**src/design/tahr_pkg.sv**
```systemverilog
`default_nettype none

package tahr_pkg;

  localparam int LEVEL_FRAC_BITS = 24;
  localparam int SAMPLE_BITS     = 24;
  localparam int LEN_BITS        = 24;
  localparam int STEP_BITS       = 25;
  localparam int LEVEL_BITS      = LEVEL_FRAC_BITS + 1;
  localparam int POS_BITS        = 26;
  localparam int OUT_BITS        = 26;
  localparam int OUT_BYTES_BITS  = 32;
  localparam int PROD_BITS       = SAMPLE_BITS + LEVEL_BITS + 1;
  localparam int CFG_IDX_BITS    = 3;
  localparam int CFG_DATA_BITS   = 25;

  localparam logic [LEVEL_BITS-1:0] LEVEL_ONE = LEVEL_BITS'(1) << LEVEL_FRAC_BITS;
  localparam logic [POS_BITS-1:0]   POS_MAX   = '1;

  typedef enum logic [CFG_IDX_BITS-1:0] {
    REG_ATTACK_LEN   = 3'd0,
    REG_HOLD_LEN     = 3'd1,
    REG_RELEASE_LEN  = 3'd2,
    REG_ATTACK_STEP  = 3'd3,
    REG_RELEASE_STEP = 3'd4,
    REG_SIG_MODE     = 3'd5
  } cfg_reg_t;

endpackage

`default_nettype wire

```
**src/design/triggered_ahr_envelope_unit.sv**
```systemverilog
// Triggered attack-hold-release envelope, one audio sample per beat.
// Input stream: s_tdata carries the signed sample, s_tuser the trigger flag;
// a set trigger restarts the envelope at that sample and arms the block.
// Output stream: m_tdata carries the level (Q1.24), or the sample scaled by
// the level (Q3.23, floor rounding) when sig_mode is set; 0 before the first
// trigger.
// Configuration: cfg_valid/cfg_ready with cfg_index and cfg_data, always
// ready; write only while no beat is in flight.
// Pipeline: an accepted beat enters the middle stage, then the output register.
// Throughput: one beat per cycle while the output is not stalled. The level
// and position registers are updated in the accepting cycle, and the
// multiply sits in a second stage before the output register.
// Reset: the configuration registers return to their defaults, the envelope
// is disarmed and both stages are empty.
// Stall: when m_tready is low with m_tvalid set, the output holds, the middle stage fills and
// then s_tready drops until the output beat is taken.
`default_nettype none

module triggered_ahr_envelope_unit
  import tahr_pkg::*;
(
  input  wire logic                      clk,
  input  wire logic                      rst,
  input  wire logic                      cfg_valid,
  output logic                           cfg_ready,
  input  wire logic [CFG_IDX_BITS-1:0]   cfg_index,
  input  wire logic [CFG_DATA_BITS-1:0]  cfg_data,
  input  wire logic                      s_tvalid,
  output logic                           s_tready,
  input  wire logic [SAMPLE_BITS-1:0]    s_tdata,   // [23:0] sample_in
  input  wire logic                      s_tuser,   // [0] trigger
  output logic                           m_tvalid,
  input  wire logic                      m_tready,
  output logic [OUT_BYTES_BITS-1:0]      m_tdata    // [25:0] sample_out
);

  logic [LEN_BITS-1:0]   attack_len;
  logic [LEN_BITS-1:0]   hold_len;
  logic [LEN_BITS-1:0]   release_len;
  logic [STEP_BITS-1:0]  attack_step;
  logic [STEP_BITS-1:0]  release_step;
  logic                  sig_mode;

  logic [POS_BITS-1:0]   position;
  logic                  armed;
  logic [LEVEL_BITS-1:0] level;

  logic                  a_valid;
  logic [LEVEL_BITS-1:0] a_level;
  logic [SAMPLE_BITS-1:0] a_sample;
  logic                  a_mode;

  logic                  advance_b;
  logic                  accept;
  logic                  armed_next;
  logic [POS_BITS-1:0]   pos_eff;
  logic [POS_BITS-1:0]   hold_end;
  logic [POS_BITS-1:0]   total;
  logic [POS_BITS-1:0]   rise;
  logic [LEVEL_BITS-1:0] fall;
  logic [LEVEL_BITS-1:0] level_next;
  logic signed [PROD_BITS-1:0] prod;
  logic [OUT_BITS-1:0]   sample_out;

  assign cfg_ready = 1'b1;

  always_ff @(posedge clk) begin
    if (rst) begin
      attack_len   <= LEN_BITS'(4800);
      hold_len     <= LEN_BITS'(14400);
      release_len  <= LEN_BITS'(9600);
      attack_step  <= STEP_BITS'(3495);
      release_step <= STEP_BITS'(1748);
      sig_mode     <= 1'b0;
    end else if (cfg_valid && cfg_ready) begin
      unique case (cfg_reg_t'(cfg_index))
        REG_ATTACK_LEN:   attack_len   <= cfg_data[LEN_BITS-1:0];
        REG_HOLD_LEN:     hold_len     <= cfg_data[LEN_BITS-1:0];
        REG_RELEASE_LEN:  release_len  <= cfg_data[LEN_BITS-1:0];
        REG_ATTACK_STEP:  attack_step  <= cfg_data[STEP_BITS-1:0];
        REG_RELEASE_STEP: release_step <= cfg_data[STEP_BITS-1:0];
        REG_SIG_MODE:     sig_mode     <= cfg_data[0];
        default: ;
      endcase
    end
  end

  assign advance_b = !m_tvalid || m_tready;
  assign s_tready  = !a_valid || advance_b;
  assign accept    = s_tvalid && s_tready;

  assign armed_next = armed || s_tuser;
  assign pos_eff    = s_tuser ? '0 : position;
  assign hold_end   = POS_BITS'(attack_len) + POS_BITS'(hold_len);
  assign total      = hold_end + POS_BITS'(release_len);
  assign rise       = POS_BITS'(level) + POS_BITS'(attack_step);
  assign fall       = (POS_BITS'(level) > POS_BITS'(release_step))
                      ? (level - LEVEL_BITS'(release_step)) : '0;

  always_comb begin
    if (!armed_next) begin
      level_next = '0;
    end else if (pos_eff < POS_BITS'(attack_len)) begin
      level_next = (rise > POS_BITS'(LEVEL_ONE)) ? LEVEL_ONE : rise[LEVEL_BITS-1:0];
    end else if (pos_eff < hold_end) begin
      level_next = LEVEL_ONE;
    end else if (pos_eff < total) begin
      level_next = fall;
    end else begin
      level_next = '0;
    end
  end

  always_ff @(posedge clk) begin
    if (rst) begin
      position <= '0;
      armed    <= 1'b0;
      level    <= '0;
      a_valid  <= 1'b0;
    end else begin
      if (accept) begin
        armed <= armed_next;
        if (armed_next) begin
          position <= (pos_eff < POS_MAX) ? pos_eff + POS_BITS'(1) : pos_eff;
          level    <= level_next;
        end
        a_valid <= 1'b1;
      end else if (advance_b) begin
        a_valid <= 1'b0;
      end
    end
  end

  always_ff @(posedge clk) begin
    if (accept) begin
      a_level  <= level_next;
      a_sample <= s_tdata;
      a_mode   <= sig_mode;
    end
  end

  assign prod = $signed({{(PROD_BITS-SAMPLE_BITS){a_sample[SAMPLE_BITS-1]}}, a_sample})
              * $signed({{(PROD_BITS-LEVEL_BITS){1'b0}}, a_level});

  assign sample_out = a_mode ? prod[LEVEL_FRAC_BITS+OUT_BITS-1:LEVEL_FRAC_BITS]
                             : OUT_BITS'(a_level);

  always_ff @(posedge clk) begin
    if (rst) begin
      m_tvalid <= 1'b0;
    end else if (advance_b) begin
      m_tvalid <= a_valid;
    end
  end

  always_ff @(posedge clk) begin
    if (advance_b && a_valid) begin
      m_tdata <= OUT_BYTES_BITS'(sample_out);
    end
  end

endmodule

`default_nettype wire

```
**config.mk**
```make
export PLATFORM = sky130hd
export DESIGN_NAME = triggered_ahr_envelope_unit
export DESIGN_NICKNAME = d
export VERILOG_FILES = /design/src/design/tahr_pkg.sv /design/src/design/triggered_ahr_envelope_unit.sv
export SDC_FILE = /design/constraint.sdc
export NUM_CORES = 2
export LEC_CHECK = 0
export BUFFER_PORTS_ARGS = -buffer_cell sky130_fd_sc_hd__buf_2
export CORE_ASPECT_RATIO = 1.4
export CORE_MARGIN = 2
export CORE_UTILIZATION = 35
export CTS_BUF_LIST = sky130_fd_sc_hd__clkbuf_8
export DETAILED_ROUTE_END_ITERATION = 8
export MAX_ROUTING_LAYER = met4
export PLACE_DENSITY = 0.61
export SYNTH_ARGS = -nofsm -noshare
export SYNTH_HDL_FRONTEND = slang
export SYNTH_SLANG_ARGS = --single-unit
```
**constraint.sdc**
```tcl
create_clock -name clk -period 12.48 [get_ports clk]
set_clock_uncertainty 0.1 [all_clocks]
set_input_delay 2.496 -clock clk [delete_from_list [all_inputs] [get_ports clk]]
set_output_delay 2.496 -clock clk [all_outputs]
set_load 0.05 [all_outputs]
```
==> metrics.md <==
| Metric | Value |
|---|---|
| Routability Congestion | `0.918` |
| Synth Instances | `4,100` |
| Period utilisation layout | `65.7%` |
| Root Buffer | `clkbuf_8` |
| Min-Delay Path Class | `reg -> reg` |
| Setup Buffers After CTS | `0` |
| Post-CTS sizing | `0` |
| EDFF count, synth | `76` |
| I/O Buffers | `85` |
| Row Count | `138` |
| Synth area leaders | `fa_1 28%, ha_1 13%, dfxtp_1 9.9%` |
| Via count | `28,000` |
| Crit path max fanout | `25` |
| Initial antenna violation count | `5` |
| Synth Area in Compound Gates | `10.6%` |
| Hold_buf cts | `0` |
| Wire length per cell | `19.0 um` |
| Minimum clock period | `8.20 ns` |
| Pre-Repair DR Iteration Count | `5` |
| Layout cells sized above 1 | `6.50%` |
| Synth Flop Type | `dfxtp_1` |
| Total gr overflow | `0` |
| Filler cell count in the final layout | `10,500` |
| Final Max Slew Viols | `0` |
| Pin count of the biggest net entering global routing | `113` |
| Initial DRC count | `1,442` |
| FF+latch area | `5830 um2` |
| CP Data Arrival Time | `8.51 ns` |
| Post-Synth XOR/XNOR Area | `3.04%` |
| Antenna-violating nets left | `0` |
| DP HPWL | `78,500 um` |
| Synth Area in Adders | `41.4%` |
| TritonCTS Buffers | `49` |
| Mux cell area share after synthesis | `0.683%` |
| Post-layout nets | `5,040` |
| Die area | `105,000 um2` |
| Post-Syn Area | `35,700 um2` |
| Setup TNS | `0 ns` |
| Crit end category | `flop` |
| Initial Util | `35.3%` |
| Share of the synthesized area in the top cell type | `28.4%` |
| Area Growth Syn to Fin | `7.77%` |
| Setup CP Type | `reg -> reg` |
| Max Root-Sink Buffers | `3` |
| FF+latch count, synth | `253` |
| Max-Cap Viols | `0` |
| # setup viols final | `0` |
| Vias in the first global route | `30,100` |
| Endpoints failing hold | `0` |
| Yosys Warn Count | `0` |
| Sequential share of the synthesized area | `16.3%` |
| Area of the multi-input gates | `26,700 um2` |
| CTS tree | `yes` |
| Status | `finished, final reports clean` |
| Share of flip-flops with an asynchronous set or reset | `0%` |
| Core ar. | `101,000 um2` |
| Simple-gate share of the synthesized area | `18.9%` |
| Synth area leader | `fa_1` |
| Critical path launch point type | `flop` |
| Critical Path RT | `12.79 ns` |
| Post-Route WL | `104,000 um` |
| First-pass GRT wire length | `165,000 um` |
| RSZ-0062 raised after global routing | `no` |
| Worst skew pair latency | `0.69 ns` |
| I/O pins | `93` |
| DIE WIDTH | `274 um` |
| CTS clk-pin slew, worst paths | `0.07 ns` |
| Gr usage total | `20.8%` |
| # DRC | `0` |
| Largest family of logic cells by synthesized area | `adder cells` |
| Die H | `382 um` |
| Relative slew slack | `20.2%` |
| Clock Sinks | `253` |
| H-tree Lvls | `2` |
| Count of cell types in the netlist | `95` |
| Vias/cell | `5.12` |
| Max Freq | `0.122 GHz` |
| Mean Syn Cell Area | `8.71 um2` |
| Worst slew pin tran | `1.20 ns` |
[stage by stage]
stage          instance area [um2]  hold WS, ns  worst slack (ns)  instances  util (%)
6_report                     38500        0.353              4.28       5473      38.0
5_1_grt                      38500        0.374              3.95       5473      38.0
4_1_cts                      38500        0.356              4.29       5470      38.0
3_5_place_dp                 37500        0.349              4.34       5383      37.1
3_3_place_gp                 37500        0.344              4.32       5383      37.1
2_1_floorplan                35700        0.308              5.31       4105         -
[worst max-delay path, stage by stage (launching register included)]
cell,delay (ns)
edfxtp_1,1.14
nand2_1,0.18
fa_1,0.55
inv_1,0.05
fa_1,0.47
inv_1,0.06
fa_1,0.49
fa_1,0.53
inv_1,0.06
fa_1,0.48
fa_1,0.49
inv_1,0.05
fa_1,0.51
inv_1,0.05
ha_1,0.28
a21oi_1,0.18
nand2_1,0.09
or3_1,0.37
a41o_1,0.31
o211ai_2,0.37
a21oi_2,0.14
o41a_1,0.45
a21oi_2,0.17
xnor2_1,0.07
mux2_2,0.25
[logic make-up after synthesis]
logic type               count (synthesis)
AO/OA/AOI/OAI                          575
flip-flops                             253
XOR/XNOR                               124
adder cells (fa/ha/maj)                878
other                                    2
multiplexers                            22
buffers and inverters                  854
AND/OR/NAND/NOR                       1392
[cell usage after synthesis (all sizes together) (30+ instances only)]
cell and count:
a21o 50, a21oi 224, and2 287, clkbuf 174, dfxtp 177, edfxtp 76, fa 507, ha 371
inv 664, nand2 641, nand2b 31, nand3 37, nand4 38, nor2 162, nor2b 58, nor3 30
o21ai 86, xnor2 64, xor2 60
[final cells by class]
cell class | instances | share of cell area (%)
clock inverters | 34 | 0.673
diodes | 3 | 0.0195
well taps | 1330 | 4.32
clock buffers | 53 | 1.89
repair buffers | 137 | 2.14
flip-flops and latches | 253 | 15.1
multi-input cells | 2998 | 69.3
inverters | 665 | 6.48
[cells in the final DEF (no fill, tap or decap), drive strengths merged, types with 22 or more instances in the layout]
cell type	n
inv	686
nand2	641
fa	507
ha	371
and2	287
a21oi	224
dfxtp	177
nor2	162
buf	137
o21ai	86
edfxtp	76
xnor2	64
xor2	60
nor2b	58
clkbuf	53
a21o	50
nand4	38
nand3	37
nand2b	31
nor3	30
o21a	25
nand3b	23
and3	22
a211oi	22
[state kept, by name (all words and copies together) (netlist names), 24 cells and up]
name / flops
release_len: 24
a_sample: 24
level: 25
a_level: 25
attack_len: 24
hold_len: 24
attack_step: 25
release_step: 25
position: 26
m_tdata: 26
[per-layer routing]
metal  share of wire [%]  track usage [%]
met3                 4.6             2.81
met4                 5.5             10.1
met2                  53             37.8
met1                  37             22.0
met5                   0                -
[worst paths after layout]
kind                                                     from                       endpoint  slack [ns]  cells after the start
worst max-delay path                    a_sample[4]$_DFFE_PP_          m_tdata[24]$_DFFE_PP_        4.28                     24
worst min-delay path            release_step[24]$_SDFFE_PP0P_  release_step[24]$_SDFFE_PP0P_        0.35                      2
worst max register to register          a_sample[4]$_DFFE_PP_          m_tdata[24]$_DFFE_PP_        4.28                     24
worst min register to register  release_step[24]$_SDFFE_PP0P_  release_step[24]$_SDFFE_PP0P_        0.35                      2
Power is left out: the tool's default activity adds up to more than one toggle a clock period on the data nets, which glitch-free logic cannot reach.
